**src/hw/rtl/aprs_pkg.sv**
```systemverilog
// shared types, codes and helpers for the ata pio read host sequencer
package aprs_pkg;

    typedef enum logic [1:0] {
        KIND_WRITE = 2'd0,
        KIND_READ  = 2'd1,
        KIND_DATA  = 2'd2,
        KIND_DONE  = 2'd3
    } kind_t;

    typedef enum logic [2:0] {
        ST_OK      = 3'd0,
        ST_TIMEOUT = 3'd1,
        ST_ERR     = 3'd2,
        ST_FAULT   = 3'd3,
        ST_NODEV   = 3'd4,
        ST_NOTATA  = 3'd5,
        ST_RANGE   = 3'd6
    } status_t;

    typedef enum logic [1:0] {
        MODE_IDENTIFY = 2'd0,
        MODE_READ     = 2'd1,
        MODE_REPLY    = 2'd2
    } mode_t;

    // configuration register indexes
    localparam logic [7:0] CFG_IO_BASE   = 8'd0;
    localparam logic [7:0] CFG_CTRL_BASE = 8'd1;
    localparam logic [7:0] CFG_SLAVE     = 8'd2;
    localparam logic [7:0] CFG_TIMEOUT   = 8'd3;

    localparam logic [15:0] IO_BASE_RESET   = 16'h01F0;
    localparam logic [15:0] CTRL_BASE_RESET = 16'h03F6;
    localparam logic [31:0] TIMEOUT_RESET   = 32'h0200_0000;

    // command block register offsets
    localparam logic [15:0] REG_DATA    = 16'd0;
    localparam logic [15:0] REG_COUNT   = 16'd2;
    localparam logic [15:0] REG_LBA_LO  = 16'd3;
    localparam logic [15:0] REG_LBA_MID = 16'd4;
    localparam logic [15:0] REG_LBA_HI  = 16'd5;
    localparam logic [15:0] REG_DEVICE  = 16'd6;
    localparam logic [15:0] REG_STATUS  = 16'd7;

    localparam logic [7:0] SEL_IDENTIFY = 8'hA0;
    localparam logic [7:0] SEL_LBA48    = 8'h40;
    localparam logic [7:0] SEL_LBA28    = 8'hE0;
    localparam logic [7:0] CMD_IDENTIFY = 8'hEC;
    localparam logic [7:0] CMD_READ28   = 8'h20;
    localparam logic [7:0] CMD_READ48   = 8'h24;

    localparam logic [7:0] SR_BSY = 8'h80;
    localparam logic [7:0] SR_DF  = 8'h20;
    localparam logic [7:0] SR_DRQ = 8'h08;
    localparam logic [7:0] SR_ERR = 8'h01;

    localparam logic [48:0] LBA28_LAST  = 49'h0_0FFF_FFFF;
    localparam logic [48:0] LBA28_LIMIT = 49'h0_1000_0000;

    // write or data bursts that come before the final result of a word
    typedef enum logic [2:0] {
        SC_NONE   = 3'd0,
        SC_ID_SEL = 3'd1,
        SC_ID_CMD = 3'd2,
        SC_RD_SEL = 3'd3,
        SC_CMD28  = 3'd4,
        SC_CMD48  = 3'd5,
        SC_DATA   = 3'd6
    } script_t;

    typedef struct packed {
        logic [1:0]  mode;
        logic [47:0] lba;
        logic [31:0] count;
        logic [15:0] read_data;
    } req_t;

    typedef struct packed {
        logic [1:0]  kind;
        logic [15:0] port_address;
        logic        access_wide;
        logic [7:0]  write_value;
        logic [15:0] data_word;
        logic [2:0]  status_code;
        logic        last;
    } rsp_t;

    typedef struct packed {
        logic [15:0] io_base;
        logic [15:0] ctrl_base;
        logic        slave;
        logic [31:0] timeout;
    } cfg_t;

    typedef struct packed {
        kind_t       kind;
        logic [15:0] port;
        logic        wide;
        status_t     status;
    } tail_t;

    typedef struct packed {
        script_t     script;
        logic [7:0]  sel;
        logic [8:0]  chunk;
        logic [47:0] lba;
        logic [15:0] data;
        logic [15:0] io_base;
        tail_t       tail;
    } desc_t;

    function automatic tail_t tail_rd(logic [15:0] port, logic wide);
        tail_t t;
        t.kind   = KIND_READ;
        t.port   = port;
        t.wide   = wide;
        t.status = ST_OK;
        return t;
    endfunction

    function automatic tail_t tail_fin(status_t code);
        tail_t t;
        t.kind   = KIND_DONE;
        t.port   = 16'd0;
        t.wide   = 1'b0;
        t.status = code;
        return t;
    endfunction

    function automatic logic [3:0] script_len(script_t s);
        logic [3:0] n;
        case (s)
            SC_ID_SEL, SC_RD_SEL, SC_DATA: n = 4'd1;
            SC_ID_CMD, SC_CMD28:           n = 4'd5;
            SC_CMD48:                      n = 4'd9;
            default:                       n = 4'd0;
        endcase
        return n;
    endfunction

endpackage

```
**src/hw/rtl/ata_pio_read_host_sequencer.sv**
```systemverilog
// top level of the ata pio read host sequencer
// Takes one request or reply word per cycle while its two-entry burst queue has room; each word
// advances the identify or read sequence at once and queues the results it causes. The back
// end drives one result word per cycle from the queue head while rsp_stall is low, so a word
// that causes n results (1 to 10, the most for an lba48 command burst) holds it until all are
// out; the result rate of the back end sets the sustained throughput. The last result of each
// word has last set. Configuration writes are always taken (cfg_ready is tied high) and are
// meant to be made while no operation is running.
module ata_pio_read_host_sequencer #(
    parameter int MAX_CHUNK_SECTORS = 256
) (
    input  logic           clk,
    input  logic           rst_n,
    input  logic           req_valid,
    output logic           req_stall,
    input  aprs_pkg::req_t req_data,
    output logic           rsp_valid,
    input  logic           rsp_stall,
    output aprs_pkg::rsp_t rsp_data,
    input  logic           cfg_valid,
    output logic           cfg_ready,
    input  logic [7:0]     cfg_index,
    input  logic [31:0]    cfg_data
);
    import aprs_pkg::*;

    cfg_t  cfg_reg;
    logic  q_full;
    logic  q_valid;
    logic  q_push;
    logic  q_pop;
    desc_t push_desc;
    desc_t head;
    logic  accept;

    assign cfg_ready = 1'b1;
    assign req_stall = q_full;
    assign accept    = req_valid && !q_full;

    always_ff @(posedge clk or negedge rst_n)
    begin
        if (!rst_n)
        begin
            cfg_reg.io_base   <= IO_BASE_RESET;
            cfg_reg.ctrl_base <= CTRL_BASE_RESET;
            cfg_reg.slave     <= 1'b0;
            cfg_reg.timeout   <= TIMEOUT_RESET;
        end
        else if (cfg_valid && cfg_ready)
        begin
            unique case (cfg_index)
                CFG_IO_BASE:   cfg_reg.io_base   <= cfg_data[15:0];
                CFG_CTRL_BASE: cfg_reg.ctrl_base <= cfg_data[15:0];
                CFG_SLAVE:     cfg_reg.slave     <= cfg_data[0];
                CFG_TIMEOUT:   cfg_reg.timeout   <= cfg_data;
                default: ;
            endcase
        end
    end

    aprs_front #(
        .MAX_CHUNK_SECTORS(MAX_CHUNK_SECTORS)
    ) u_front (
        .clk    (clk),
        .rst_n  (rst_n),
        .accept (accept),
        .item   (req_data),
        .cfg    (cfg_reg),
        .push   (q_push),
        .desc   (push_desc)
    );

    aprs_queue u_queue (
        .clk       (clk),
        .rst_n     (rst_n),
        .push      (q_push),
        .push_desc (push_desc),
        .pop       (q_pop),
        .full      (q_full),
        .valid     (q_valid),
        .head      (head)
    );

    aprs_back u_back (
        .clk        (clk),
        .rst_n      (rst_n),
        .head_valid (q_valid),
        .head       (head),
        .pop        (q_pop),
        .rsp_valid  (rsp_valid),
        .rsp_stall  (rsp_stall),
        .rsp_data   (rsp_data)
    );

    // a burst is only queued for a word that was really taken
    a_push_on_accept: assert property (@(posedge clk) disable iff (!rst_n)
        q_push |-> accept)
        else $error("burst queued without an accepted word");

    // the back end only retires a burst that is present
    a_pop_valid: assert property (@(posedge clk) disable iff (!rst_n)
        q_pop |-> q_valid)
        else $error("burst retired from an empty queue");

    // retiring a burst always shows its final word on the output next
    a_pop_last: assert property (@(posedge clk) disable iff (!rst_n)
        q_pop |=> (rsp_valid && rsp_data.last))
        else $error("retired burst did not end with a last word");

endmodule

```
**src/hw/rtl/aprs_front.sv**
```systemverilog
// front end: takes request and reply words, runs the sequence, queues result bursts
module aprs_front #(
    parameter int MAX_CHUNK_SECTORS = 256
) (
    input  logic           clk,
    input  logic           rst_n,
    input  logic           accept,
    input  aprs_pkg::req_t item,
    input  aprs_pkg::cfg_t cfg,
    output logic           push,
    output aprs_pkg::desc_t desc
);
    import aprs_pkg::*;

    typedef enum logic [3:0] {
        PH_IDLE, PH_ID_SEL_SETTLE, PH_ID_CMD_SETTLE, PH_ID_STATUS, PH_ID_NB,
        PH_ID_MID, PH_ID_HI, PH_ID_DRQ, PH_ID_DATA,
        PH_RD_NB, PH_RD_SETTLE, PH_RD_DRQ, PH_RD_DATA
    } phase_t;

    localparam logic [31:0] MAX_CHUNK = 32'(MAX_CHUNK_SECTORS);

    phase_t      phase_reg, phase_next;
    logic [31:0] spin_reg, spin_next;
    logic [47:0] lba_reg, lba_next;
    logic [31:0] rem_reg, rem_next;
    logic [8:0]  chunk_reg, chunk_next;
    logic [8:0]  left_reg, left_next;
    logic [7:0]  word_reg, word_next;
    logic [1:0]  settle_reg, settle_next;
    logic        present_reg, present_next;
    logic        lba48_reg, lba48_next;
    logic [31:0] cap28_reg, cap28_next;
    logic [63:0] cap_reg, cap_next;
    logic [63:0] ext_reg, ext_next;

    logic [7:0]  b;
    logic [32:0] spin_inc;
    logic        poll_to;
    logic        wait_fin;
    logic [48:0] lba_end;
    logic        use48;
    logic        range28;
    logic        settle_done;
    logic [31:0] rem_after;
    logic [8:0]  left_after;
    logic [48:0] req_end;
    logic [7:0]  slave_bit;
    logic [15:0] port_status;
    logic [15:0] port_ctrl;
    logic [15:0] port_data;
    logic [7:0]  status_b;

    always_comb
    begin
        phase_next   = phase_reg;
        spin_next    = spin_reg;
        lba_next     = lba_reg;
        rem_next     = rem_reg;
        chunk_next   = chunk_reg;
        left_next    = left_reg;
        word_next    = word_reg;
        settle_next  = settle_reg;
        present_next = present_reg;
        lba48_next   = lba48_reg;
        cap28_next   = cap28_reg;
        cap_next     = cap_reg;
        ext_next     = ext_reg;

        b           = item.read_data[7:0];
        slave_bit   = {3'b000, cfg.slave, 4'b0000};
        port_status = cfg.io_base + REG_STATUS;
        port_data   = cfg.io_base + REG_DATA;
        port_ctrl   = cfg.ctrl_base;
        spin_inc    = {1'b0, spin_reg} + 33'd1;
        poll_to     = spin_inc >= {1'b0, cfg.timeout};
        wait_fin    = cfg.timeout == 32'd0;
        lba_end     = {1'b0, lba_reg} + {40'd0, chunk_reg};
        use48       = lba48_reg && (lba_end > LBA28_LAST);
        range28     = lba_end > LBA28_LIMIT;
        settle_done = settle_reg == 2'd3;
        rem_after   = rem_reg - {23'd0, chunk_reg};
        left_after  = left_reg - 9'd1;
        req_end     = {1'b0, item.lba} + {17'd0, item.count};
        status_b    = b;

        push         = 1'b0;
        desc.script  = SC_NONE;
        desc.sel     = 8'd0;
        desc.chunk   = chunk_reg;
        desc.lba     = lba_reg;
        desc.data    = item.read_data;
        desc.io_base = cfg.io_base;
        desc.tail    = tail_fin(ST_OK);

        if (accept)
        begin
            if (item.mode == MODE_IDENTIFY && phase_reg == PH_IDLE)
            begin
                push        = 1'b1;
                ext_next    = 64'd0;
                desc.script = SC_ID_SEL;
                desc.sel    = SEL_IDENTIFY | slave_bit;
                desc.tail   = tail_rd(port_ctrl, 1'b0);
                phase_next  = PH_ID_SEL_SETTLE;
                settle_next = 2'd0;
            end
            else if (item.mode == MODE_READ && phase_reg == PH_IDLE)
            begin
                push = 1'b1;
                if (!present_reg)
                    desc.tail = tail_fin(ST_NODEV);
                else if (item.count == 32'd0)
                    desc.tail = tail_fin(ST_OK);
                else if ({15'd0, req_end} > cap_reg)
                    desc.tail = tail_fin(ST_RANGE);
                else
                begin
                    lba_next   = item.lba;
                    rem_next   = item.count;
                    chunk_next = (item.count > MAX_CHUNK) ? MAX_CHUNK[8:0] : item.count[8:0];
                    left_next  = chunk_next;
                    spin_next  = 32'd0;
                    phase_next = wait_fin ? PH_IDLE : PH_RD_NB;
                    desc.tail  = wait_fin ? tail_fin(ST_TIMEOUT) : tail_rd(port_status, 1'b0);
                end
            end
            else if (item.mode == MODE_REPLY && phase_reg != PH_IDLE)
            begin
                push = 1'b1;
                unique case (phase_reg)
                    PH_ID_SEL_SETTLE:
                    begin
                        desc.tail   = tail_rd(port_ctrl, 1'b0);
                        settle_next = settle_done ? 2'd0 : settle_reg + 2'd1;
                        if (settle_done)
                        begin
                            desc.script = SC_ID_CMD;
                            phase_next  = PH_ID_CMD_SETTLE;
                        end
                    end
                    PH_ID_CMD_SETTLE:
                    begin
                        settle_next = settle_done ? 2'd0 : settle_reg + 2'd1;
                        if (settle_done)
                        begin
                            phase_next = PH_ID_STATUS;
                            desc.tail  = tail_rd(port_status, 1'b0);
                        end
                        else
                            desc.tail = tail_rd(port_ctrl, 1'b0);
                    end
                    PH_ID_STATUS:
                    begin
                        if (b == 8'd0)
                        begin
                            phase_next = PH_IDLE;
                            desc.tail  = tail_fin(ST_NODEV);
                        end
                        else
                        begin
                            spin_next  = 32'd0;
                            phase_next = wait_fin ? PH_IDLE : PH_ID_NB;
                            desc.tail  = wait_fin ? tail_fin(ST_TIMEOUT)
                                                  : tail_rd(port_status, 1'b0);
                        end
                    end
                    PH_ID_NB, PH_RD_NB:
                    begin
                        if ((b & SR_BSY) != 8'd0)
                        begin
                            spin_next  = spin_inc[31:0];
                            phase_next = poll_to ? PH_IDLE : phase_reg;
                            desc.tail  = poll_to ? tail_fin(ST_TIMEOUT)
                                                 : tail_rd(port_status, 1'b0);
                        end
                        else if (phase_reg == PH_ID_NB)
                        begin
                            phase_next = PH_ID_MID;
                            desc.tail  = tail_rd(cfg.io_base + REG_LBA_MID, 1'b0);
                        end
                        else if (!use48 && range28)
                        begin
                            phase_next = PH_IDLE;
                            desc.tail  = tail_fin(ST_RANGE);
                        end
                        else
                        begin
                            desc.script = SC_RD_SEL;
                            desc.sel    = use48 ? (SEL_LBA48 | slave_bit)
                                                : (SEL_LBA28 | slave_bit
                                                   | {4'd0, lba_reg[27:24]});
                            desc.tail   = tail_rd(port_ctrl, 1'b0);
                            phase_next  = PH_RD_SETTLE;
                            settle_next = 2'd0;
                        end
                    end
                    PH_ID_MID, PH_ID_HI:
                    begin
                        if (b != 8'd0)
                        begin
                            phase_next = PH_IDLE;
                            desc.tail  = tail_fin(ST_NOTATA);
                        end
                        else if (phase_reg == PH_ID_MID)
                        begin
                            phase_next = PH_ID_HI;
                            desc.tail  = tail_rd(cfg.io_base + REG_LBA_HI, 1'b0);
                        end
                        else
                        begin
                            spin_next  = 32'd0;
                            phase_next = wait_fin ? PH_IDLE : PH_ID_DRQ;
                            desc.tail  = wait_fin ? tail_fin(ST_TIMEOUT)
                                                  : tail_rd(port_status, 1'b0);
                        end
                    end
                    PH_ID_DRQ, PH_RD_DRQ:
                    begin
                        if ((status_b & SR_ERR) != 8'd0)
                        begin
                            phase_next = PH_IDLE;
                            desc.tail  = tail_fin(ST_ERR);
                        end
                        else if ((status_b & SR_DF) != 8'd0)
                        begin
                            phase_next = PH_IDLE;
                            desc.tail  = tail_fin(ST_FAULT);
                        end
                        else if ((status_b & SR_BSY) == 8'd0 && (status_b & SR_DRQ) != 8'd0)
                        begin
                            word_next  = 8'd0;
                            phase_next = (phase_reg == PH_ID_DRQ) ? PH_ID_DATA : PH_RD_DATA;
                            desc.tail  = tail_rd(port_data, 1'b1);
                        end
                        else
                        begin
                            spin_next  = spin_inc[31:0];
                            phase_next = poll_to ? PH_IDLE : phase_reg;
                            desc.tail  = poll_to ? tail_fin(ST_TIMEOUT)
                                                 : tail_rd(port_status, 1'b0);
                        end
                    end
                    PH_ID_DATA:
                    begin
                        case (word_reg)
                            8'd60:  cap28_next[15:0]  = item.read_data;
                            8'd61:  cap28_next[31:16] = item.read_data;
                            8'd83:  lba48_next        = item.read_data[10];
                            8'd100: ext_next[15:0]    = ext_reg[15:0] | item.read_data;
                            8'd101: ext_next[31:16]   = ext_reg[31:16] | item.read_data;
                            8'd102: ext_next[47:32]   = ext_reg[47:32] | item.read_data;
                            8'd103: ext_next[63:48]   = ext_reg[63:48] | item.read_data;
                            default: ;
                        endcase
                        if (word_reg == 8'd255)
                        begin
                            cap_next     = (lba48_reg && ext_reg != 64'd0) ? ext_reg
                                                                          : {32'd0, cap28_reg};
                            present_next = 1'b1;
                            phase_next   = PH_IDLE;
                            desc.tail    = tail_fin(ST_OK);
                        end
                        else
                        begin
                            word_next = word_reg + 8'd1;
                            desc.tail = tail_rd(port_data, 1'b1);
                        end
                    end
                    PH_RD_SETTLE:
                    begin
                        settle_next = settle_done ? 2'd0 : settle_reg + 2'd1;
                        if (settle_done)
                        begin
                            desc.script = use48 ? SC_CMD48 : SC_CMD28;
                            spin_next   = 32'd0;
                            phase_next  = wait_fin ? PH_IDLE : PH_RD_DRQ;
                            desc.tail   = wait_fin ? tail_fin(ST_TIMEOUT)
                                                   : tail_rd(port_status, 1'b0);
                        end
                        else
                            desc.tail = tail_rd(port_ctrl, 1'b0);
                    end
                    PH_RD_DATA:
                    begin
                        desc.script = SC_DATA;
                        if (word_reg != 8'd255)
                        begin
                            word_next = word_reg + 8'd1;
                            desc.tail = tail_rd(port_data, 1'b1);
                        end
                        else
                        begin
                            word_next = 8'd0;
                            left_next = left_after;
                            if (left_after != 9'd0 || rem_after != 32'd0)
                            begin
                                // next sector of this chunk, or first of the next chunk
                                if (left_after == 9'd0)
                                begin
                                    lba_next   = lba_end[47:0];
                                    rem_next   = rem_after;
                                    chunk_next = (rem_after > MAX_CHUNK) ? MAX_CHUNK[8:0]
                                                                         : rem_after[8:0];
                                    left_next  = chunk_next;
                                end
                                spin_next  = 32'd0;
                                phase_next = wait_fin ? PH_IDLE
                                           : (left_after != 9'd0) ? PH_RD_DRQ : PH_RD_NB;
                                desc.tail  = wait_fin ? tail_fin(ST_TIMEOUT)
                                                      : tail_rd(port_status, 1'b0);
                            end
                            else
                            begin
                                lba_next   = lba_end[47:0];
                                rem_next   = rem_after;
                                phase_next = PH_IDLE;
                                desc.tail  = tail_fin(ST_OK);
                            end
                        end
                    end
                    default: push = 1'b0;
                endcase
            end
        end
    end

    always_ff @(posedge clk or negedge rst_n)
    begin
        if (!rst_n)
        begin
            phase_reg   <= PH_IDLE;
            spin_reg    <= 32'd0;
            lba_reg     <= 48'd0;
            rem_reg     <= 32'd0;
            chunk_reg   <= 9'd0;
            left_reg    <= 9'd0;
            word_reg    <= 8'd0;
            settle_reg  <= 2'd0;
            present_reg <= 1'b0;
            lba48_reg   <= 1'b0;
            cap28_reg   <= 32'd0;
            cap_reg     <= 64'd0;
            ext_reg     <= 64'd0;
        end
        else
        begin
            phase_reg   <= phase_next;
            spin_reg    <= spin_next;
            lba_reg     <= lba_next;
            rem_reg     <= rem_next;
            chunk_reg   <= chunk_next;
            left_reg    <= left_next;
            word_reg    <= word_next;
            settle_reg  <= settle_next;
            present_reg <= present_next;
            lba48_reg   <= lba48_next;
            cap28_reg   <= cap28_next;
            cap_reg     <= cap_next;
            ext_reg     <= ext_next;
        end
    end

endmodule

```
**src/hw/rtl/aprs_queue.sv**
```systemverilog
// two-entry burst queue between the front and back ends
module aprs_queue (
    input  logic            clk,
    input  logic            rst_n,
    input  logic            push,
    input  aprs_pkg::desc_t push_desc,
    input  logic            pop,
    output logic            full,
    output logic            valid,
    output aprs_pkg::desc_t head
);
    import aprs_pkg::*;

    desc_t      slot_reg [2];
    logic       wptr_reg;
    logic       rptr_reg;
    logic [1:0] cnt_reg;

    assign full  = cnt_reg == 2'd2;
    assign valid = cnt_reg != 2'd0;
    assign head  = slot_reg[rptr_reg];

    always_ff @(posedge clk)
    begin
        if (push && !full)
            slot_reg[wptr_reg] <= push_desc;
    end

    always_ff @(posedge clk or negedge rst_n)
    begin
        if (!rst_n)
        begin
            wptr_reg <= 1'b0;
            rptr_reg <= 1'b0;
            cnt_reg  <= 2'd0;
        end
        else
        begin
            if (push && !full)
                wptr_reg <= ~wptr_reg;
            if (pop && valid)
                rptr_reg <= ~rptr_reg;
            cnt_reg <= cnt_reg + {1'b0, push && !full} - {1'b0, pop && valid};
        end
    end

endmodule

```
**src/hw/rtl/aprs_back.sv**
```systemverilog
// back end: expands one queued burst into result words, one per cycle while rsp_stall is low
module aprs_back (
    input  logic            clk,
    input  logic            rst_n,
    input  logic            head_valid,
    input  aprs_pkg::desc_t head,
    output logic            pop,
    output logic            rsp_valid,
    input  logic            rsp_stall,
    output aprs_pkg::rsp_t  rsp_data
);
    import aprs_pkg::*;

    logic [3:0]  idx_reg, idx_next;
    logic        valid_reg, valid_next;
    rsp_t        out_reg, out_next;
    logic        advance;
    logic        at_tail;
    logic [15:0] off;
    logic [7:0]  val;
    rsp_t        item;

    assign advance   = !valid_reg || !rsp_stall;
    assign at_tail   = idx_reg >= script_len(head.script);
    assign pop       = advance && head_valid && at_tail;
    assign rsp_valid = valid_reg;
    assign rsp_data  = out_reg;

    always_comb
    begin
        off = REG_STATUS;
        val = 8'd0;
        case (head.script)
            SC_ID_SEL, SC_RD_SEL:
            begin
                off = REG_DEVICE;
                val = head.sel;
            end
            SC_ID_CMD:
            begin
                off = (idx_reg < 4'd4) ? REG_COUNT + {14'd0, idx_reg[1:0]} : REG_STATUS;
                val = (idx_reg < 4'd4) ? 8'd0 : CMD_IDENTIFY;
            end
            SC_CMD28:
            begin
                off = (idx_reg < 4'd4) ? REG_COUNT + {14'd0, idx_reg[1:0]} : REG_STATUS;
                case (idx_reg[2:0])
                    3'd0:    val = head.chunk[7:0];
                    3'd1:    val = head.lba[7:0];
                    3'd2:    val = head.lba[15:8];
                    3'd3:    val = head.lba[23:16];
                    default: val = CMD_READ28;
                endcase
            end
            SC_CMD48:
            begin
                // high-order bytes first, then low-order, then the command
                off = (idx_reg < 4'd8) ? REG_COUNT + {14'd0, idx_reg[1:0]} : REG_STATUS;
                case (idx_reg)
                    4'd0:    val = {7'd0, head.chunk[8]};
                    4'd1:    val = head.lba[31:24];
                    4'd2:    val = head.lba[39:32];
                    4'd3:    val = head.lba[47:40];
                    4'd4:    val = head.chunk[7:0];
                    4'd5:    val = head.lba[7:0];
                    4'd6:    val = head.lba[15:8];
                    4'd7:    val = head.lba[23:16];
                    default: val = CMD_READ48;
                endcase
            end
            default: ;
        endcase

        item = '0;
        if (at_tail)
        begin
            item.kind         = head.tail.kind;
            item.port_address = head.tail.port;
            item.access_wide  = head.tail.wide;
            item.status_code  = head.tail.status;
            item.last         = 1'b1;
        end
        else if (head.script == SC_DATA)
        begin
            item.kind      = KIND_DATA;
            item.data_word = head.data;
        end
        else
        begin
            item.kind         = KIND_WRITE;
            item.port_address = head.io_base + off;
            item.write_value  = val;
        end

        idx_next   = idx_reg;
        valid_next = valid_reg;
        out_next   = out_reg;
        if (advance)
        begin
            valid_next = head_valid;
            if (head_valid)
            begin
                out_next = item;
                idx_next = at_tail ? 4'd0 : idx_reg + 4'd1;
            end
        end
    end

    always_ff @(posedge clk or negedge rst_n)
    begin
        if (!rst_n)
        begin
            idx_reg   <= 4'd0;
            valid_reg <= 1'b0;
        end
        else
        begin
            idx_reg   <= idx_next;
            valid_reg <= valid_next;
        end
    end

    always_ff @(posedge clk)
    begin
        out_reg <= out_next;
    end

endmodule
```
**config.mk**
```make
export PLATFORM = sky130hd
export DESIGN_NAME = ata_pio_read_host_sequencer
export DESIGN_NICKNAME = d
export VERILOG_FILES = /design/src/hw/rtl/aprs_pkg.sv /design/src/hw/rtl/ata_pio_read_host_sequencer.sv /design/src/hw/rtl/aprs_front.sv /design/src/hw/rtl/aprs_queue.sv /design/src/hw/rtl/aprs_back.sv
export SDC_FILE = /design/constraint.sdc
export NUM_CORES = 2
export LEC_CHECK = 0
export CAP_MARGIN = 20
export CORE_ASPECT_RATIO = 0.8
export CORE_MARGIN = 2
export CORE_UTILIZATION = 37
export CTS_CLUSTER_DIAMETER = 200
export CTS_CLUSTER_SIZE = 20
export DETAILED_ROUTE_END_ITERATION = 7
export DONT_BUFFER_PORTS = 1
export GPL_ROUTABILITY_DRIVEN = 0
export PLACE_DENSITY = 0.52
export SYNTH_ARGS = -nofsm -noshare
export SYNTH_HDL_FRONTEND = slang
export SYNTH_SLANG_ARGS = --single-unit
```
**constraint.sdc**
```tcl
create_clock -name clk -period 7.9 [get_ports clk]
set_input_delay 0.395 -clock clk [delete_from_list [all_inputs] [get_ports clk]]
set_output_delay 0.395 -clock clk [all_outputs]
set_load 0.1 [all_outputs]
```
==> reports/results.ini <==
[critical_path]
start_kind = flop
slowest_stage = nor4_1
cp.arrival_ps = 6950
endpoint_kind = flop
crit_path_max_fanout = 6
cp_cell_sequence = ha_1 -> nand3_1 -> nor4_1 -> inv_1 -> nor4_1 -> xor2_1 -> ha_1 -> nand4_1 -> nor4_1 -> a31oi_1 -> o31a_1 -> nor3b_1 -> a31oi_1 -> buf_4 -> nand2b_1 -> a21oi_1 -> nand2_1 -> a221oi_1 -> nor3_1
cp_common_cell = nor4_1
path_class = reg -> reg
crit_required_ps = 8230
critPathMaxStageDelay_ps = 880

[routing]
top_layer = met5
drt-met1-wl_um = 64100
dr_total_vias = 31800
route.met3.wl_um = 12900
dr_wl_met2_um = 57500
antenna_left = 0
totalWireLength_um = 138000
firstDrtPassIters = 8
remaining_drc_errors = 0
via_per_inst = 5.96
drt_iter0_markers = 3675
routedWlPerCell_um = 25.9

[layout]
final_cells = 5336
syn2layout_area_growth_pct = 9.89
seqCellArea_um2 = 18100
drive_gt1_share_pct = 7.37
largest_register_ff_count = 240
multi_input_area_um2 = 18800
fin_util_pct = 41.0
nNetsFinal = 4252
n_fill_cell = 10100

[timing]
slew_viol_final = 0
period_minus_slack_ps = 6620
finalSetupViolCount = 0
hold_ws_ps = -530
finalCritPeriodShare_pct = 83.8
setup-tns-final_ps = 0
worst_slew_pin_slew_ps = 1130
finalHoldViolCount = 380
relSlewSlack_pct = 24.7
rsz0062_at_grt = false
skew_ps = 49.8
fmax_ghz = 0.151

[grt]
antenna_found_initial = 21
grtUsageTotal_pct = 25.5
grt_max_degree = 381
grt_pass1_wl_um = 202000
overflow = 0
grt_pass1_vias = 29400

[logic_synthesis]
yosysUniqueCellTypes = 94
netlist_area_um2 = 38200
ys_seq_elements = 667
synthCells = 3935
avgSynthCellArea_um2 = 9.71
async_flop_share_pct = 57.0
seq_area_frac_synth_pct = 47.5
syn_nets = 4238
synthFlopType = dfrtp_1
yosys_warnings = 0
synth_edf_count = 287

[placement]
dp.cells = 5138
portBuffers = 0
dp_hpwl_um = 97500

[clocking]
cts_hold_buf = 107
cts.clk_slew.worst_paths_ps = 90
cts_root_buf = clkbuf_16
cts_tree = built
clkLatencyLatePin_ps = 640
cts.sinks = 667
cts-buffers-inserted = 39
htree_num_levels = 2
clk_path_buf_depth = 3
cts_setup_buffers = 0
cts_resized = 0

[floorplanning]
dieArea_um2 = 106000
rows = 105
start_util_pct = 37.3
die_w_um = 363
die_h_um = 291
design.core.area_um2 = 102000
ios = 193

[hold_path]
min_path_type = in -> async

[flow_run]
max_cap_violations = 0

[power]
cellLeakagePower_nw = 16.9
power_density_nw_per_um2 = 286
ir_drop_v = 0.000325

[outcome]
status = finished, violations left
violations = negative hold slack

## layout make-up
class	instances	share of cell area (%)
Multi-Input combinational cell	2908	44.7
Sequential cell	667	43.2
Tap cell	1337	3.98
Timing Repair Buffer	165	3.71
Clock buffer	66	2.57
Inverter	168	1.50
Clock inverter	4	0.170
Antenna cell	21	0.125
## cell usage in the layout, fill, tap and decap left out, types with 40 or more instances in the layout
| cell | instances |
|---|---|
| a21o_1 | 40 |
| a21oi_1 | 311 |
| a31oi_1 | 43 |
| and3_1 | 49 |
| buf_4 | 54 |
| dfrtp_1 | 365 |
| dlygate4sd3_1 | 107 |
| edfxtp_1 | 287 |
| ha_1 | 156 |
| inv_1 | 166 |
| mux2_2 | 117 |
| mux2i_1 | 133 |
| nand2_1 | 404 |
| nand2b_1 | 48 |
| nand3_1 | 92 |
| nand4_1 | 54 |
| nor2_1 | 346 |
| nor3_1 | 83 |
| nor4_1 | 62 |
| o21ai_0 | 257 |
| o22ai_1 | 87 |
| o31ai_1 | 44 |
| xnor2_1 | 78 |
| xor2_1 | 70 |
## path summary, 6_finish.rpt
| check | from | end | slack, ps | cells past startpoint |
|---|---|---|---|---|
| max | u_front.spin_reg[0]$_DFFE_PN0P_ | u_queue.slot_reg[1][9]$_DFFE_PP_ | 1280 | 19 |
| min in group clk | req_data[88] | u_front.lba_reg[40]$_DFFE_PN0P_ | 10 | 2 |
| min reg2reg | u_front.cap_reg[20]$_DFFE_PN0P_ | u_front.cap_reg[20]$_DFFE_PN0P_ | 480 | 2 |
| max in group asynchronous | rst_n | u_queue.rptr_reg$_DFFE_PN0P_ | 7450 | 0 |
| min | rst_n | cfg_reg[28]$_DFFE_PN0P_ | -530 | 0 |
| max reg2reg | u_front.spin_reg[0]$_DFFE_PN0P_ | u_queue.slot_reg[1][9]$_DFFE_PP_ | 1280 | 19 |
## cell families after synthesis
kind of cell | Yosys count | share of synthesized area [%]
mux | 250 | 6.93
flops | 667 | 47.5
simple gates | 1287 | 15.9
compound gates | 1062 | 17.3
buf+inv | 360 | 3.63
fa+ha+maj | 160 | 5.32
other cells | 1 | 0.00981
xor+xnor | 148 | 3.39
## synth_stat cells (78+ instances only)
master	count	area, um2
clkbuf_1	155	582
nor2_1	349	1310
o21ai_0	258	1290
mux2i_1	133	1330
nand2_1	406	1520
edfxtp_1	287	8620
nand3_1	92	460
nor3_1	84	420
inv_1	167	627
mux2_2	117	1320
ha_1	156	1950
o22ai_1	87	544
dfrtp_1	366	9160
xnor2_1	78	683
a21oi_1	313	1570
## metal layers
| metal | track usage [%] | vias to the layer above |
|---|---|---|
| li1 | - | 14500 |
| met4 | 6.66 | 20 |
| met1 | 38.0 | 15800 |
| met3 | 6.11 | 196 |
| met2 | 36.6 | 1306 |
| met5 | 0 | - |
## where the power goes
group          switching [mW]  internal, mW  total (mW)
combinational            2.78          1.36        4.14
clock                    1.26         0.954        2.22
sequential               1.36          4.31        5.66
## worst max-delay path: cells and delay by family (launching register included)
kind / cells / cell delay (ps)
fa+ha+maj: 2 / 640
xor+xnor: 1 / 180
flops: 1 / 450
simple gates: 9 / 3370
compound gates: 5 / 1180
buf+inv: 2 / 510
## metrics by stage
stage                     total power [mW]  instance area (um2)  setup slack (ps)
final                                 12.0                42000              1280
after floorplan                       8.18                38200               676
after global placement                9.67                39700               989
after global routing                  12.6                42000               565
after detailed placement              9.68                39700               955
after CTS                             12.0                41900              1310
No activity file was read; power rests on OpenSTA's default activity.
